--- config.mk ---
export PLATFORM = sky130hd
export DESIGN_NAME = tempo_change_map
export DESIGN_NICKNAME = d
export VERILOG_FILES = /design/src/rtl/tcm_pkg.sv /design/src/rtl/tcm_ctrl.sv /design/src/rtl/tcm_datapath.sv /design/src/rtl/tempo_change_map.sv
export SDC_FILE = /design/constraint.sdc
export NUM_CORES = 1
export LEC_CHECK = 0
export BUFFER_PORTS_ARGS = -buffer_cell sky130_fd_sc_hd__buf_4
export CORE_ASPECT_RATIO = 0.6
export CORE_MARGIN = 5
export CORE_UTILIZATION = 34
export CTS_BUF_LIST = sky130_fd_sc_hd__clkbuf_16
export DETAILED_ROUTE_END_ITERATION = 8
export PLACE_DENSITY_LB_ADDON = 0.1
export SYNTH_ARGS = -nofsm -noshare
export SYNTH_HDL_FRONTEND = slang
export SYNTH_SLANG_ARGS = --single-unit
--- constraint.sdc ---
create_clock -name clk -period 13.8 [get_ports clk]
set_clock_uncertainty 0.05 [all_clocks]
set_input_delay 2.76 -clock clk [delete_from_list [all_inputs] [get_ports clk]]
set_output_delay 2.76 -clock clk [all_outputs]
set_load 0.01 [all_outputs]
--- src/rtl/tcm_pkg.sv ---
// Shared types and constants for the tempo change map.
// Request codes, controller states and the command/status bundles
// passed between controller and datapath. No dependencies.
`timescale 1ns / 1ps
`default_nettype none

package tcm_pkg;

  // Fixed field widths
  localparam int TICK_W     = 32;
  localparam int TEMPO_W    = 16;
  localparam int REQ_W      = 2;
  localparam int COUNT_W    = 5;
  localparam int S_TDATA_W  = 48;
  localparam int M_TDATA_W  = 32;

  // Request codes carried on tuser
  typedef enum logic [REQ_W-1:0] {
    REQ_INSERT = 2'd0,
    REQ_DELETE = 2'd1,
    REQ_QUERY  = 2'd2
  } req_t;

  // Controller states
  typedef enum logic [2:0] {
    ST_IDLE,
    ST_CHECK,
    ST_EVAL,
    ST_FINISH
  } state_t;

  // Controller to datapath
  typedef struct packed {
    logic load;    // capture the request, set up counters
    logic read;    // issue a table read for the current entry
    logic eval;    // act on the entry just read
    logic finish;  // commit the request and present the result
  } cmd_t;

  // Datapath to controller
  typedef struct packed {
    logic loop_end;  // no more entries to visit
    logic eval_stop; // entry just read ends the walk
    logic out_busy;  // result register still waits to be taken
  } stat_t;

endpackage

`default_nettype wire

--- src/rtl/tcm_ctrl.sv ---
// Controller of the tempo change map: sequences load, entry walk and commit.
// Depends on tcm_pkg for state, command and status types.
`timescale 1ns / 1ps
`default_nettype none

module tcm_ctrl import tcm_pkg::*; (
  input  wire logic  clk,
  input  wire logic  rst,
  input  wire logic  s_axis_tvalid,
  output logic       s_axis_tready,
  input  wire stat_t stat,
  output cmd_t       cmd
);

  state_t state;
  state_t state_next;

  // State register
  always_ff @(posedge clk) begin
    if (rst) begin
      state <= ST_IDLE;
    end else begin
      state <= state_next;
    end
  end

  // Next state
  always_comb begin
    state_next = state;
    unique case (state)
      ST_IDLE: begin
        if (s_axis_tvalid) state_next = ST_CHECK;
      end
      ST_CHECK: begin
        state_next = stat.loop_end ? ST_FINISH : ST_EVAL;
      end
      ST_EVAL: begin
        state_next = stat.eval_stop ? ST_FINISH : ST_CHECK;
      end
      ST_FINISH: begin
        if (!stat.out_busy) state_next = ST_IDLE;
      end
      default: state_next = ST_IDLE;
    endcase
  end

  // Outputs
  always_comb begin
    cmd           = '0;
    s_axis_tready = 1'b0;
    unique case (state)
      ST_IDLE: begin
        s_axis_tready = 1'b1;
        cmd.load      = s_axis_tvalid;
      end
      ST_CHECK: begin
        cmd.read = !stat.loop_end;
      end
      ST_EVAL: begin
        cmd.eval = 1'b1;
      end
      ST_FINISH: begin
        cmd.finish = !stat.out_busy;
      end
      default: begin
        cmd = '0;
      end
    endcase
  end

  // Commit never overwrites a result still waiting downstream
  a_finish_free: assert property (@(posedge clk) disable iff (rst)
    cmd.finish |-> !stat.out_busy) else $error("commit while result pending");

  // A read is always followed by its evaluation
  a_read_eval: assert property (@(posedge clk) disable iff (rst)
    cmd.read |=> (state == ST_EVAL)) else $error("read not evaluated");

  // Only one command at a time
  a_one_cmd: assert property (@(posedge clk) disable iff (rst)
    $onehot0(cmd)) else $error("overlapping commands");

endmodule

`default_nettype wire

--- src/rtl/tcm_datapath.sv ---
// Datapath of the tempo change map: entry memory, walk counters, result register.
// Depends on tcm_pkg; driven by tcm_ctrl through cmd_t / stat_t.
`timescale 1ns / 1ps
`default_nettype none

module tcm_datapath import tcm_pkg::*; #(
  parameter int TABLE_DEPTH = 16
) (
  input  wire logic                 clk,
  input  wire logic                 rst,
  input  wire logic [S_TDATA_W-1:0] s_axis_tdata,
  input  wire logic [REQ_W-1:0]     s_axis_tuser,
  output logic                      m_axis_tvalid,
  input  wire logic                 m_axis_tready,
  output logic [M_TDATA_W-1:0]      m_axis_tdata,
  input  wire cmd_t                 cmd,
  output stat_t                     stat
);

  localparam int CW = $clog2(TABLE_DEPTH + 1);
  localparam int AW = (TABLE_DEPTH > 1) ? $clog2(TABLE_DEPTH) : 1;
  localparam int EW = TICK_W + TEMPO_W;

  // Entry store: {tick, tempo}
  logic [EW-1:0] mem [TABLE_DEPTH];

  logic [CW-1:0]      held;
  logic [REQ_W-1:0]   op;
  logic [TICK_W-1:0]  req_tick;
  logic [TEMPO_W-1:0] req_tempo;
  logic               full_flag;
  logic [CW-1:0]      idx;
  logic [CW-1:0]      wr_idx;
  logic [TICK_W-1:0]  rd_tick;
  logic [TEMPO_W-1:0] rd_tempo;
  logic               q_found;
  logic [TEMPO_W-1:0] q_tempo;

  logic [CW-1:0]      idx_dec;
  logic [CW-1:0]      idx_inc;
  logic               match;
  logic [CW-1:0]      rd_addr;
  logic               mem_we;
  logic [CW-1:0]      mem_waddr;
  logic [EW-1:0]      mem_wdata;
  logic [CW-1:0]      held_next;
  logic [31:0]        held_wide;
  logic [31:0]        removed_wide;
  logic [COUNT_W-1:0] res_count;
  logic [COUNT_W-1:0] res_removed;
  logic               res_found;
  logic [TEMPO_W-1:0] res_tempo;
  logic               res_full;

  assign idx_dec = idx - CW'(1);
  assign idx_inc = idx + CW'(1);
  assign match   = (rd_tick == req_tick) && (rd_tempo == req_tempo);

  // Walk status per request type
  always_comb begin
    stat.out_busy = m_axis_tvalid && !m_axis_tready;
    rd_addr       = idx;
    unique case (op)
      REQ_INSERT: begin
        stat.loop_end  = full_flag || (idx == '0);
        stat.eval_stop = (rd_tick <= req_tick);
        rd_addr        = idx_dec;
      end
      REQ_DELETE: begin
        stat.loop_end  = (idx == held);
        stat.eval_stop = 1'b0;
      end
      REQ_QUERY: begin
        stat.loop_end  = (idx == held);
        stat.eval_stop = (rd_tick > req_tick);
      end
      default: begin
        stat.loop_end  = 1'b1;
        stat.eval_stop = 1'b0;
      end
    endcase
  end

  // Table write: shift up on insert, compact on delete, place new entry at commit
  always_comb begin
    mem_we    = 1'b0;
    mem_waddr = idx;
    mem_wdata = {rd_tick, rd_tempo};
    if (cmd.eval) begin
      if (op == REQ_INSERT && !stat.eval_stop) begin
        mem_we = 1'b1;
      end else if (op == REQ_DELETE && !match) begin
        mem_we    = 1'b1;
        mem_waddr = wr_idx;
      end
    end else if (cmd.finish && op == REQ_INSERT && !full_flag) begin
      mem_we    = 1'b1;
      mem_wdata = {req_tick, req_tempo};
    end
  end

  // Count after this request, and result fields
  always_comb begin
    held_next   = held;
    res_found   = 1'b0;
    res_tempo   = '0;
    res_full    = 1'b0;
    removed_wide = '0;
    unique case (op)
      REQ_INSERT: begin
        res_full = full_flag;
        if (!full_flag) held_next = held + CW'(1);
      end
      REQ_DELETE: begin
        held_next    = wr_idx;
        removed_wide = 32'(held - wr_idx);
      end
      REQ_QUERY: begin
        res_found = q_found;
        res_tempo = q_tempo;
      end
      default: begin
        held_next = held;
      end
    endcase
    held_wide   = 32'(held_next);
    res_count   = held_wide[COUNT_W-1:0];
    res_removed = removed_wide[COUNT_W-1:0];
  end

  // Memory port and registered read
  always_ff @(posedge clk) begin
    if (mem_we) mem[mem_waddr[AW-1:0]] <= mem_wdata;
    if (cmd.read) {rd_tick, rd_tempo} <= mem[rd_addr[AW-1:0]];
  end

  // Control state: entry count and result valid
  always_ff @(posedge clk) begin
    if (rst) begin
      held          <= '0;
      m_axis_tvalid <= 1'b0;
    end else begin
      if (cmd.finish) begin
        held          <= held_next;
        m_axis_tvalid <= 1'b1;
      end else if (m_axis_tready) begin
        m_axis_tvalid <= 1'b0;
      end
    end
  end

  // Request capture, walk counters and result payload
  always_ff @(posedge clk) begin
    if (cmd.load) begin
      op        <= s_axis_tuser;
      req_tick  <= s_axis_tdata[TICK_W-1:0];
      req_tempo <= s_axis_tdata[TICK_W +: TEMPO_W];
      full_flag <= (held == CW'(TABLE_DEPTH));
      idx       <= (s_axis_tuser == REQ_INSERT) ? held : '0;
      wr_idx    <= '0;
      q_found   <= 1'b0;
      q_tempo   <= '0;
    end else if (cmd.eval) begin
      unique case (op)
        REQ_INSERT: begin
          if (!stat.eval_stop) idx <= idx_dec;
        end
        REQ_DELETE: begin
          idx <= idx_inc;
          if (!match) wr_idx <= wr_idx + CW'(1);
        end
        REQ_QUERY: begin
          if (!stat.eval_stop) begin
            q_found <= 1'b1;
            q_tempo <= rd_tempo;
            idx     <= idx_inc;
          end
        end
        default: begin
          idx <= idx;
        end
      endcase
    end
    if (cmd.finish) begin
      m_axis_tdata <= {4'b0, res_count, res_removed, res_full, res_tempo, res_found};
    end
  end

  // Table never holds more than its depth
  a_held_range: assert property (@(posedge clk) disable iff (rst)
    held <= CW'(TABLE_DEPTH)) else $error("entry count over depth");

  // Compaction write pointer never passes the read pointer
  a_wr_behind: assert property (@(posedge clk) disable iff (rst)
    (op == REQ_DELETE && (cmd.eval || cmd.finish)) |-> (wr_idx <= idx))
    else $error("delete write pointer ahead of read pointer");

  // A commit always presents a result
  a_commit_valid: assert property (@(posedge clk) disable iff (rst)
    cmd.finish |=> m_axis_tvalid) else $error("commit without result");

endmodule

`default_nettype wire

--- src/rtl/tempo_change_map.sv ---
// Top level of the tempo change map: tick-sorted tempo table with
// insert, delete and query. Instantiates tcm_ctrl and tcm_datapath; uses tcm_pkg.
//
//  Channel   Direction  Handshake                    Payload
//  s_axis    in         s_axis_tvalid/s_axis_tready  tuser: req_type; tdata: tick, tempo_value
//  m_axis    out        m_axis_tvalid/m_axis_tready  tdata: found, tempo_out, table_full,
//                                                     removed_count, entry_count
//
// One request at a time; each entry visited takes a table read, then an
// evaluation. Insert walks down from the last entry, shifting each later tick
// up, and stops at an entry at or before its tick; a full table is not walked.
// Delete visits every entry. Query visits the entries at or before the tick and
// stops at the first later one. Request types with no meaning visit no entry.
// Reset empties the table at once (entry count to zero); no clearing pass.
// A new request is taken while the previous result waits; commit stalls until
// the result register is free.
`timescale 1ns / 1ps
`default_nettype none

module tempo_change_map import tcm_pkg::*; #(
  parameter int TABLE_DEPTH = 16
) (
  input  wire logic                 clk,
  input  wire logic                 rst,
  input  wire logic                 s_axis_tvalid,
  output logic                      s_axis_tready,
  input  wire logic [S_TDATA_W-1:0] s_axis_tdata,  // tick [31:0], tempo_value [47:32]
  input  wire logic [REQ_W-1:0]     s_axis_tuser,  // req_type [1:0]
  output logic                      m_axis_tvalid,
  input  wire logic                 m_axis_tready,
  output logic [M_TDATA_W-1:0]      m_axis_tdata   // found [0], tempo_out [16:1],
                                                   // table_full [17], removed_count [22:18],
                                                   // entry_count [27:23], zero [31:28]
);

  cmd_t  cmd;
  stat_t stat;

  // Sequencer
  tcm_ctrl u_ctrl (
    .clk           (clk),
    .rst           (rst),
    .s_axis_tvalid (s_axis_tvalid),
    .s_axis_tready (s_axis_tready),
    .stat          (stat),
    .cmd           (cmd)
  );

  // Table and result register
  tcm_datapath #(
    .TABLE_DEPTH (TABLE_DEPTH)
  ) u_datapath (
    .clk           (clk),
    .rst           (rst),
    .s_axis_tdata  (s_axis_tdata),
    .s_axis_tuser  (s_axis_tuser),
    .m_axis_tvalid (m_axis_tvalid),
    .m_axis_tready (m_axis_tready),
    .m_axis_tdata  (m_axis_tdata),
    .cmd           (cmd),
    .stat          (stat)
  );

endmodule

`default_nettype wire
== Word level (Yosys, flattened, before mapping) ==
Memory sizes are Yosys's and may differ from the RTL's. A register that Yosys moved wholly into a read port is not among the register bits.
Index checks and enable logic that the tools add are counted.

* Order comparisons: 2
* Reductions and logical operators: 24
* Equality and inequality tests: 13
* $add $sub $neg: 5
* Bitwise operators: 2
* Multiplexer cells: 33

{| class="wikitable"
|+ Operators by type and width
! operator !! count
|-
| 48-bit 2-to-1 mux || 2
|-
| 32-bit == test || 1
|-
| 32-bit > comparator || 1
|-
| 32-bit less-or-equal comparator || 1
|-
| 5-bit 2-to-1 mux || 6
|-
| 16-bit == test || 1
|-
| 4-bit 2-to-1 mux || 4
|-
| 5-bit by 1-bit adder with 5-bit output (second input constant) || 3
|-
| 5-bit one-hot mux with 3 select lines || 1
|-
| 1-bit 2-to-1 mux || 14
|-
| 3-bit one-hot mux with 4 select lines || 1
|-
| 5-bit one-hot mux with 2 select lines || 1
|-
| 3-bit by 2-bit == test with 1-bit output (second input constant) || 2
|-
| 1-bit logical AND || 6
|-
| 1-bit logical NOT || 6
|-
| 3-bit 2-to-1 mux || 2
|-
| 3-bit inequality test (second input constant) || 2
|-
| 2-bit one-hot mux with 3 select lines || 1
|-
| 3-bit AND reduction || 2
|-
| 5-bit == test || 1
|-
| 5-bit == test (second input constant) || 1
|-
| 5-bit logical NOT || 1
|-
| 5-bit by 1-bit subtractor with 5-bit output (second input constant) || 1
|-
| 5-bit subtractor || 1
|-
| 13 further kinds || 17
|}

* RAM bits: 768
* Input port bits: 54
* Logic and storage cells: 95
* Register bits: 115
* Output and inout bits: 34
* Memories kept: 1

{| class="wikitable"
|+ Memory list
! memory !! depth !! bits a word !! read ports !! clocked after Yosys merged registers in !! wr ports !! RTL line !! source
|-
| u_datapath.mem || 16 || 48 || 1 || 1 || 1 || tcm_datapath.sv:25 || <nowiki>logic [EW-1:0] mem [TABLE_DEPTH];</nowiki>
|}

== Longest topological paths before layout ==
Gate-level depths: netlist of run 1.

* Depth after elaboration: 10
* Gate-level depth with buffers: 11

== Hierarchy ==
A second synthesis of run 1 with hierarchy kept.

* Cells, all modules: 1684
* Area, all modules: 36637.6 um^2

{| class="wikitable"
|+ By module, submodules not included
! module !! area an instance (um^2) !! seq. area each (um^2) !! times used !! cells an instance
|-
| tcm_datapath || 36531.3 || 27586.5 || 1 || 1670
|-
| tcm_ctrl || 106.4 || 40.0 || 1 || 14
|}

== Least setup slack after synthesis of run 1 ==
OpenSTA, ideal clock, no wires.

* Kind: input to register
* Start point: input port m_axis_tready
* End point: memory u_datapath.mem[14][0] (netlist bit) (enable)
* Arrival: 6.960 ns
* Required time: 13.222 ns
* Path buffers: 2
* Stages on the path: 7
* Setup slack: 6.262 ns
* Cells stage by stage: nand2b_1 > nor2b_1 > clkbuf_1 > and2_1 > clkbuf_1 > a21oi_1 > o32ai_1

{| class="wikitable"
|+ RTL lines
! element !! RTL line !! source
|-
| start: declaration || tempo_change_map.sv:30 || <nowiki>input wire logic m_axis_tready,</nowiki>
|-
| end: declaration || tcm_datapath.sv:25 ||
|}

== Worst setup path after layout of run 1 ==
* Start point: input port m_axis_tready
* End point: memory u_datapath.mem[13][42] (netlist bit) (enable)

* Cells in the longest elaborated chain, start to end: 10

{| class="wikitable"
|+ Ends and longest elaborated chain
! element !! RTL line !! source
|-
| 1-bit logical NOT || tcm_datapath.sv:61 || <nowiki>stat.out_busy = m_axis_tvalid && !m_axis_tready;</nowiki>
|-
| 1-bit logical AND || tcm_datapath.sv:61 ||
|-
| 1-bit logical NOT || -- ||
|-
| 1-bit 2-to-1 mux || tcm_ctrl.sv:51 || <nowiki>unique case (state)</nowiki>
|-
| 1-bit logical AND (2 in a row) || tcm_datapath.sv:96 || <nowiki>end else if (cmd.finish && op == REQ_INSERT && !full_flag) begin</nowiki>
|-
| 1-bit 2-to-1 mux || tcm_datapath.sv:96 ||
|-
| 1-bit 2-to-1 mux || tcm_datapath.sv:89 || <nowiki>if (cmd.eval) begin</nowiki>
|-
| 1-bit 2-to-1 mux || tcm_datapath.sv:133 || <nowiki>if (mem_we) mem[mem_waddr[AW-1:0]] <= mem_wdata;</nowiki>
|-
| 1-bit 2-to-1 mux (implied by the code) || tcm_datapath.sv:133 ||
|}

No other way between the ends.

==> metrics.txt, run 1 <==
status completed; Worst path slowest cell buf_4; gr busiest metal met2; setup tns final 0 ns; Post-Syn Area 36700 µm²; Syn Inst Count about 1800; All-Layer GR Usage 0.163; Post-synth top cells edfxtp_1, mux4_2, nand2_1, clkbuf_1, nor2_1; fraction of power consumed by the clock network 0.365; FF/Latch Area between 20000 and 30000 µm²; Max Buffers Root-to-Sink 3; Seq cells post-synth 930; Final min period 5.47 ns; area grow syn2layout 15.7%; Die Area about 110000 µm²; wire per inst approximately 27 µm; critical path, cell by cell buf_4 -> nand2b_1 -> nor2b_4 -> buf_4 -> and2_1 -> buf_4 -> a31o_4 -> a32o_4 -> buf_4; leakage 13.8 nW; hold_buf cts 0; TritonCTS clock tree yes; dpl cells 3253; Mean Syn Cell Area 20.8 µm²; Net Switching around 1.6 mW; via count of the first global-routing pass 18500; layout net count roughly 2000; max incr delay on CP 0.81 ns; crit path launch type primary input; capture point of the worst path u_datapath.mem[13][42]$_DFFE_PP_; Pwr Density 158 nW/µm²; Rows between 90 and 100; met2 Track Usage GR 0.249; Crit Path Max Fanout 40; Antenna Nets Post-Route 0; DRC errors left 0; max-slew violation count 0; number of synthesized flops with an enable pin 900; Post-synth ARST share 0; Die H approximately 260 µm; Synth top area share 0.737; hpwl dp ~50000 µm; Max transition margin 0.205; vias per cell around 5.1; required time worst endpoint around 14 ns; final setup violating endpoints 0; most used cell, CP buf_4; Min-Delay Path Class flop to flop; YS warnings 0; Critical Path Start m_axis_tready; final WL just over 90000 µm; via count roughly 17000; r2r endpoint u_datapath.mem[14][35]$_DFFE_PP_; post-CTS sizing 0; Tcrit/Tclk final 0.396; peak supply drop ~0.096 mV; FF-to-FF setup slack ~8.5 ns; setup bufs post-CTS 0; RSZ-0062 raised after global routing no; initial antenna violation count 0; combinational share of power 0.143; most used flip-flop cell after synthesis edfxtp_1; worst r2r src u_datapath.rd_tick[19]$_DFFE_PP_; crit path DAT ~5.7 ns; max-cap violations 0; Top Ports roughly 90; I/O Buffers 83; worst-margin pin slew 1.18 ns; latest clock arrival within the worst-skew pair 0.68 ns; Setup crit end kind flop; M3 GR Usage 0.0339; critical path class primary input to flop; Root Driver clkbuf_16; drt pass-1 iters 4; Initial Util 0.342; largest net degree at the start of global routing 131; TritonCTS buffer count 91; cell taking the most area after synthesis edfxtp_1; die width between 400 and 500 µm; Sw Ratio 0.244; fill cell count approximately 9500; FF-to-FF path depth 9; first-pass GRT wire length between 100000 and 150000 µm; Finished Layout Cells 3422; DR iter-0 viols roughly 1400; CTS sink cnt 930; Reg power frac 0.492; sequential cell area fraction in the yosys report 0.754; synth top area cells edfxtp_1, mux4_2, dfxtp_1; Bufs and invs on worst path 4; library cells used by synthesis 65; Top delay family on crit path buffers and inverters; share of layout cells above drive strength 1 0.273; Max Clk Rate roughly 180 MHz; Placer Congestion 0.723; Clock transition at path regs roughly 0.06 ns; GRT overflow 0; instance count on the critical path 9; GRT met1 Usage 0.244; internal power 5.06 mW; Core Area around 110000 µm²; top-count cell post-synth edfxtp_1; H-tree levels 3; Multi-input gate area just under 9000 µm²; final hold vios 0
worst reg2reg max path: cells and delay by family, from the launching register on:
family                     cells  cell delay, ns
buffers and inverters          1            0.84
adders and majority gates      1            0.35
DFF                            1            0.39
and+or+nand+nor                1            0.49
AOI/OAI and AO/OA              6            2.73
worst min-delay path by stage:
stage / startpoint / to / slack [ns] / depth (start not counted)
2_1_floorplan: u_datapath.q_found$_SDFFE_PP0P_ / u_datapath.q_found$_SDFFE_PP0P_ / 0.38 / 2
3_3_place_gp: u_datapath.q_found$_SDFFE_PP0P_ / u_datapath.q_found$_SDFFE_PP0P_ / 0.40 / 2
3_5_place_dp: u_datapath.q_found$_SDFFE_PP0P_ / u_datapath.q_found$_SDFFE_PP0P_ / 0.40 / 2
4_1_cts: u_datapath.q_found$_SDFFE_PP0P_ / u_datapath.q_found$_SDFFE_PP0P_ / 0.42 / 2
5_1_grt: u_datapath.q_found$_SDFFE_PP0P_ / u_datapath.q_found$_SDFFE_PP0P_ / 0.46 / 2
6_report: u_datapath.q_found$_SDFFE_PP0P_ / u_datapath.q_found$_SDFFE_PP0P_ / 0.41 / 2
area by class of cell:
cell class / instances / area share
sequential: 930 / 0.652
inverter: 48 / 0.00425
timing repair buffer: 149 / 0.0267
multi-input combinational: 701 / 0.207
clock buffer: 94 / 0.0555
antenna: 1 / 0.0000590
clock inverter: 74 / 0.0131
tap: 1425 / 0.0421
cell families after synthesis:
family / Yosys count / synth area share
other: 1 / 0.000102
xor gates and xnor gates: 35 / 0.00836
DFF: 930 / 0.754
buffers and inverters: 138 / 0.0155
and+or+nand+nor: 240 / 0.0325
muxes: 263 / 0.154
adders and majority gates: 46 / 0.0159
AOI/OAI and AO/OA: 113 / 0.0201
registers in the layout, summed over array words and instances, names as in the netlist:
register,flops
u_ctrl.state,2
u_datapath.full_flag,1
u_datapath.held,5
u_datapath.idx,5
u_datapath.m_axis_tdata,28
u_datapath.m_axis_tvalid,1
u_datapath.mem,768
u_datapath.op,2
u_datapath.q_found,1
u_datapath.q_tempo,16
u_datapath.rd_tempo,16
u_datapath.rd_tick,32
u_datapath.req_tempo,16
u_datapath.req_tick,32
u_datapath.wr_idx,5
per-stage QoR:
stage | area, µm² | power, mW | setup slack (ns) | hold slack, ns | util
finish | 42400 | 6.69 | 8.33 | 0.415 | 0.396
CTS | 42400 | 6.80 | 8.32 | 0.421 | 0.396
global placement | 39500 | 4.33 | 7.58 | 0.401 | 0.368
detailed placement | 39500 | 4.34 | 7.59 | 0.405 | 0.368
global route | 42400 | 6.98 | 8.22 | 0.455 | 0.396
floorplan | 36700 | 4.00 | 6.26 | 0.382 | -
layout by cell type (no fill, tap or decap), types with 4 or more instances in the layout:
cell type   count
edfxtp_1      900
mux4_2        240
buf_4         148
nand2_1        97
clkbuf_16      94
inv_1          72
nor2_1         50
ha_1           45
o21ai_0        41
dfxtp_1        30
xnor2_1        25
and2_1         23
mux2i_1        23
clkinv_1       22
a21oi_1        21
nand4_1        14
clkinv_2       12
nand3_1        10
a32o_4         10
nor2b_1         8
bufinv_16       8
xor2_1          7
a31oi_1         5
o21ai_1         5
nand3b_1        4
conb_1          4
clkinvlp_4      4
metal layers:
metal	vias up	wire length, µm
met4	0	1320
met3	102	3800
met5	-	0
met1	9384	45600
met2	345	42200
li1	7546	-
power by group through the flow:
stage | clock [mW] | combinational, mW | sequential [mW]
finish | 2.44 | 0.956 | 3.29
global route | 2.64 | 1.04 | 3.30
CTS | 2.52 | 0.984 | 3.29
detailed placement | 0 | 0.981 | 3.35
global placement | 0 | 0.978 | 3.35
floorplan | 0 | 0.660 | 3.34
(Power assumes the default switching activity.)
==> inputs of run 2 (changes only) <==
==> constraint.sdc (replaced) <==
create_clock -name clk -period 5.15 [get_ports clk]
set_clock_uncertainty 0.05 [all_clocks]
set_input_delay 1.03 -clock clk [delete_from_list [all_inputs] [get_ports clk]]
set_output_delay 1.03 -clock clk [all_outputs]
set_load 0.01 [all_outputs]
==> metrics.txt, run 2 (synthesized netlist as in run 1, its figures left out) <==
status completed (unchanged); DRC errors left 0 (unchanged); fill cell count 9549 (was 9526); Top Ports 88 (unchanged); capture point of the worst path u_datapath.mem[14][1]$_DFFE_PP_ (was u_datapath.mem[13][42]$_DFFE_PP_); Root Driver clkbuf_16 (unchanged); via count 17600 (was 17400); Setup crit end kind flop (unchanged); TritonCTS clock tree yes (unchanged); TritonCTS buffer count 88 (was 91); hpwl dp 53600 µm (was 50300 µm); Clock transition at path regs 0.06 ns (about the same); setup tns final 0 ns (unchanged); first-pass GRT wire length 134000 µm (about the same); GRT overflow 0 (unchanged); Crit Path Max Fanout 48 (was 40); Pwr Density 418 nW/µm² (was 158 nW/µm²); final hold vios 0 (unchanged); max-cap violations 0 (unchanged); Multi-input gate area 8760 µm² (unchanged); FF-to-FF path depth 9 (unchanged); RSZ-0062 raised after global routing no (unchanged); die width 434 µm (unchanged); Rows 93 (unchanged); H-tree levels 3 (unchanged); Min-Delay Path Class flop to flop (unchanged); All-Layer GR Usage 0.163 (about the same); worst-margin pin slew 1.14 ns (was 1.18 ns); final core occ 0.401 (was 0.396); leakage 14.0 nW (was 13.8 nW); Placer Congestion 0.735 (was 0.723); vias per cell 5.11 (was 5.08); FF-to-FF setup slack 0.80 ns (was 8.46 ns); Core Area 107000 µm² (unchanged); CTS sink cnt 930 (unchanged); final WL 93100 µm (was 92900 µm); crit path DAT 4.61 ns (was 5.71 ns); final setup violating endpoints 0 (unchanged); Die H 264 µm (unchanged); hold_buf cts 0 (unchanged); via count of the first global-routing pass 18100 (was 18500); initial antenna violation count 3 (was 0); worst r2r src u_datapath.rd_tick[9]$_DFFE_PP_ (was u_datapath.rd_tick[19]$_DFFE_PP_); max reg flops 768 (unchanged); FF/Latch Area 27600 µm² (unchanged); post-CTS sizing 0 (unchanged); critical path class flop to flop (was primary input to flop); Antenna Nets Post-Route 0 (unchanged); commonest non-fill, non-tap cell in the layout edfxtp_1 (unchanged); area grow syn2layout 17.2% (was 15.7%); wire per inst 27.0 µm (was 27.2 µm); commonest non-fill, non-tap cells in the layout edfxtp_1, mux4_2, buf_4 (unchanged); share of layout cells above drive strength 1 0.289 (was 0.273); largest net degree at the start of global routing 66 (was 131); required time worst endpoint 5.41 ns (was 14.05 ns); layout net count 2050 (was 2021); Die Area 115000 µm² (unchanged); Max Buffers Root-to-Sink 3 (unchanged); DR iter-0 viols 1635 (was 1393); setup bufs post-CTS 0 (unchanged); Critical Path Start u_datapath.rd_tick[9]$_DFFE_PP_ (was m_axis_tready); I/O Buffers 83 (unchanged); Initial Util 0.342 (unchanged); r2r endpoint u_datapath.mem[14][1]$_DFFE_PP_ (was u_datapath.mem[14][35]$_DFFE_PP_); Max transition margin 0.236 (was 0.205); Final min period about 4.4 ns; drt pass-1 iters 5 (was 4); Max Clk Rate ~230 MHz; crit path launch type flop (was primary input); latest clock arrival within the worst-skew pair 0.68 ns (about the same); Tcrit/Tclk final 0.845; max-slew violation count 0 (unchanged); peak supply drop 0.260 mV (was 0.0964 mV)
[run 2: layout make-up]
cell class / count / area share
inverters: 48 / 0.00419
well taps: 1425 / 0.0415
clock buffers: 94 / 0.0548
diodes: 1 / 0.0000583
repair buffers: 181 / 0.0398
flip-flops and latches: 930 / 0.643
multi-input cells: 701 / 0.204
clock inverters: 65 / 0.0127
[run 2: worst max-delay path: stages (launching register included)]
cell and delay, ns:
edfxtp_1 0.40, ha_1 0.33, nand4_1 0.29, nor2_1 0.07
a221oi_1 0.72, a31oi_1 0.23, o31ai_1 0.49, nand4b_1 0.50
o32ai_4 0.42, buf_12 0.43
[run 2: how the worst min path moves through the flow]
stage | endpoint | cells after the start | start | slack (ns)
2_1_floorplan | u_datapath.q_found$_SDFFE_PP0P_ | 2 | u_datapath.q_found$_SDFFE_PP0P_ | 0.38
3_3_place_gp | u_datapath.q_found$_SDFFE_PP0P_ | 2 | u_datapath.q_found$_SDFFE_PP0P_ | 0.40
3_5_place_dp | u_datapath.q_found$_SDFFE_PP0P_ | 2 | u_datapath.q_found$_SDFFE_PP0P_ | 0.41
4_1_cts | u_datapath.req_tempo[0]$_DFFE_PP_ | 1 | s_axis_tdata[32] | 0.42
5_1_grt | u_datapath.req_tempo[0]$_DFFE_PP_ | 1 | s_axis_tdata[32] | 0.43
6_report | u_datapath.q_found$_SDFFE_PP0P_ | 2 | u_datapath.q_found$_SDFFE_PP0P_ | 0.43
[run 2: through the flow]
stage	setup WS (ns)	instances	instance area, µm²	power (mW)	hold slack [ns]
2_1_floorplan	0.104	1769	36700	10.7	0.382
3_3_place_gp	0.835	3285	40100	11.6	0.400
3_5_place_dp	0.761	3285	40100	11.6	0.410
4_1_cts	0.746	3444	43000	18.3	0.415
5_1_grt	0.595	3444	43000	18.7	0.430
6_report	0.796	3445	43000	18.0	0.430
[run 2: per-layer routing]
metal,wire [µm],vias up,GRT usage,part of all wire
met5,0,-,0,0
met1,43900,9435,0.242,0.47
met2,42700,436,0.249,0.46
met3,4540,119,0.0324,0.049
met4,1930,0,0.0374,0.021
li1,-,7623,-,-
[run 2: where the power goes]
group | switching [mW] | total [mW] | internal [mW]
logic | 1.40 | 2.59 | 1.19
registers | 0.110 | 8.82 | 8.71
clock network | 2.82 | 6.56 | 3.74
total | 4.33 | 18.0 | 13.6
==> inputs of run 3 (changes only) <==
==> constraint.sdc (replaced) <==
create_clock -name clk -period 4.2 [get_ports clk]
set_clock_uncertainty 0.05 [all_clocks]
set_input_delay 0.84 -clock clk [delete_from_list [all_inputs] [get_ports clk]]
set_output_delay 0.84 -clock clk [all_outputs]
set_load 0.01 [all_outputs]
==> metrics.txt, run 3 (synthesized netlist as in run 1, its figures left out) <==
status completed (unchanged); first-pass GRT wire length 142000 µm (was 134000 µm); initial antenna violation count 9 (was 3); Min-Delay Path Class primary input to flop (was flop to flop); Max Buffers Root-to-Sink 3 (unchanged); Setup crit end kind flop (unchanged); drt pass-1 iters 5 (unchanged); GRT overflow 0 (unchanged); worst-margin pin slew 0.929 ns (was 1.14 ns); All-Layer GR Usage 0.174 (was 0.163); TritonCTS buffer count 88 (unchanged); Tcrit/Tclk final 0.975 (was 0.845); RSZ-0062 raised after global routing no (unchanged); share of layout cells above drive strength 1 0.294 (was 0.289); fill cell count 9439 (was 9549); via count 18000 (was 17600); largest net degree at the start of global routing 63 (was 66); I/O Buffers 83 (unchanged); die width 434 µm (unchanged); vias per cell 5.20 (was 5.11); crit path DAT 4.41 ns (was 4.61 ns); commonest non-fill, non-tap cell in the layout edfxtp_1 (unchanged); final worst slack 0.104 ns (was 0.796 ns); final core occ 0.403 (was 0.401); TritonCTS clock tree yes (unchanged); max-slew violation count 0 (unchanged); final hold vios 0 (unchanged); area grow syn2layout 17.9% (was 17.2%); setup bufs post-CTS 0 (unchanged); final setup violating endpoints 0 (unchanged); layout net count 2066 (was 2050); required time worst endpoint 4.51 ns (was 5.41 ns); leakage 14.1 nW (was 14.0 nW); Overall Power 22.3 mW (was 18.0 mW); max-cap violations 0 (unchanged); Rows 93 (unchanged); pre-CTS WS 0.105 ns (was 0.761 ns); Die H 264 µm (unchanged); commonest non-fill, non-tap cells in the layout edfxtp_1, mux4_2, buf_4 (unchanged); dpl cells 3301 (was 3285); Top Ports 88 (unchanged); FF/Latch Area 27600 µm² (unchanged); Max transition margin 0.374 (was 0.236); Finished Layout Cells 3468 (was 3445); H-tree levels 3 (unchanged); Die Area 115000 µm² (unchanged); critical path class flop to flop (unchanged); Multi-input gate area 8770 µm² (was 8760 µm²); CTS sink cnt 930 (unchanged); crit path launch type flop (unchanged); hpwl dp 62600 µm (was 53600 µm); Final min period 4.10 ns (was 4.35 ns); Initial Util 0.342 (unchanged); via count of the first global-routing pass 18500 (was 18100); max reg flops 768 (unchanged); DR iter-0 viols 1614 (was 1635); Design Area, Final 43200 µm² (was 43000 µm²); Final Hold Slack 0.278 ns (was 0.430 ns); peak supply drop 0.340 mV (was 0.260 mV); Placer Congestion 0.761 (was 0.735); setup tns final 0 ns (unchanged); Antenna Nets Post-Route 0 (unchanged); wire per inst 28.4 µm (was 27.0 µm); DRC errors left 0 (unchanged); Max Clk Rate 244 MHz (was 230 MHz); latest clock arrival within the worst-skew pair 0.68 ns (about the same); Core Area 107000 µm² (unchanged); Clock transition at path regs 0.06 ns (about the same); Root Driver clkbuf_16 (unchanged); Crit Path Max Fanout 15 (was 48); hold_buf cts 0 (unchanged); final WL 98600 µm (was 93100 µm); Pwr Density 517 nW/µm² (was 418 nW/µm²); placed cell area 40300 µm² (was 40100 µm²)
## run 3: critical path: stages, from the launching register on
cell	delay, ns
edfxtp_1	0.39
ha_1	0.34
nand4_1	0.33
or4_4	0.71
or3b_1	0.39
a31oi_1	0.26
or3_4	0.20
a31o_4	0.35
a32o_4	0.50
buf_12	0.23
## run 3: path summary, 6_finish.rpt
path	start	to	cells past startpoint	slack (ns)
max	u_datapath.rd_tick[27]$_DFFE_PP_	u_datapath.mem[3][5]$_DFFE_PP_	9	0.10
min	s_axis_tdata[11]	u_datapath.req_tick[11]$_DFFE_PP_	1	0.28
max reg2reg	u_datapath.rd_tick[27]$_DFFE_PP_	u_datapath.mem[3][5]$_DFFE_PP_	9	0.10
min reg2reg	u_datapath.q_found$_SDFFE_PP0P_	u_datapath.q_found$_SDFFE_PP0P_	2	0.43
## run 3: area by class of cell
| class | instances | area share |
|---|---|---|
| Clock inverter | 75 | 0.0151 |
| Multi-Input combinational cell | 701 | 0.203 |
| Clock buffer | 88 | 0.0510 |
| Tap cell | 1425 | 0.0413 |
| Inverter | 48 | 0.00417 |
| Timing Repair Buffer | 197 | 0.0461 |
| Antenna cell | 4 | 0.000232 |
| Sequential cell | 930 | 0.639 |
## run 3: what timing repair did
action | 4_1_cts | 5_1_grt
hold endpoints to repair | 0 | 0
resized for setup | 0 | 2
setup endpoints to repair | 0 | 217
## run 3: metal layers
layer	wire (µm)	up-vias	part of all wire	GRT usage
li1	-	7644	-	-
met1	50700	9808	0.51	0.286
met2	40900	495	0.41	0.237
met3	5470	102	0.055	0.0335
met4	1530	0	0.016	0.0345
met5	0	-	0	0
## run 3: power by group
part / total [mW] / switching [mW] / internal (mW)
registers: 10.8 / 0.124 / 10.7
logic: 3.48 / 1.96 / 1.52
clock network: 8.05 / 3.59 / 4.46
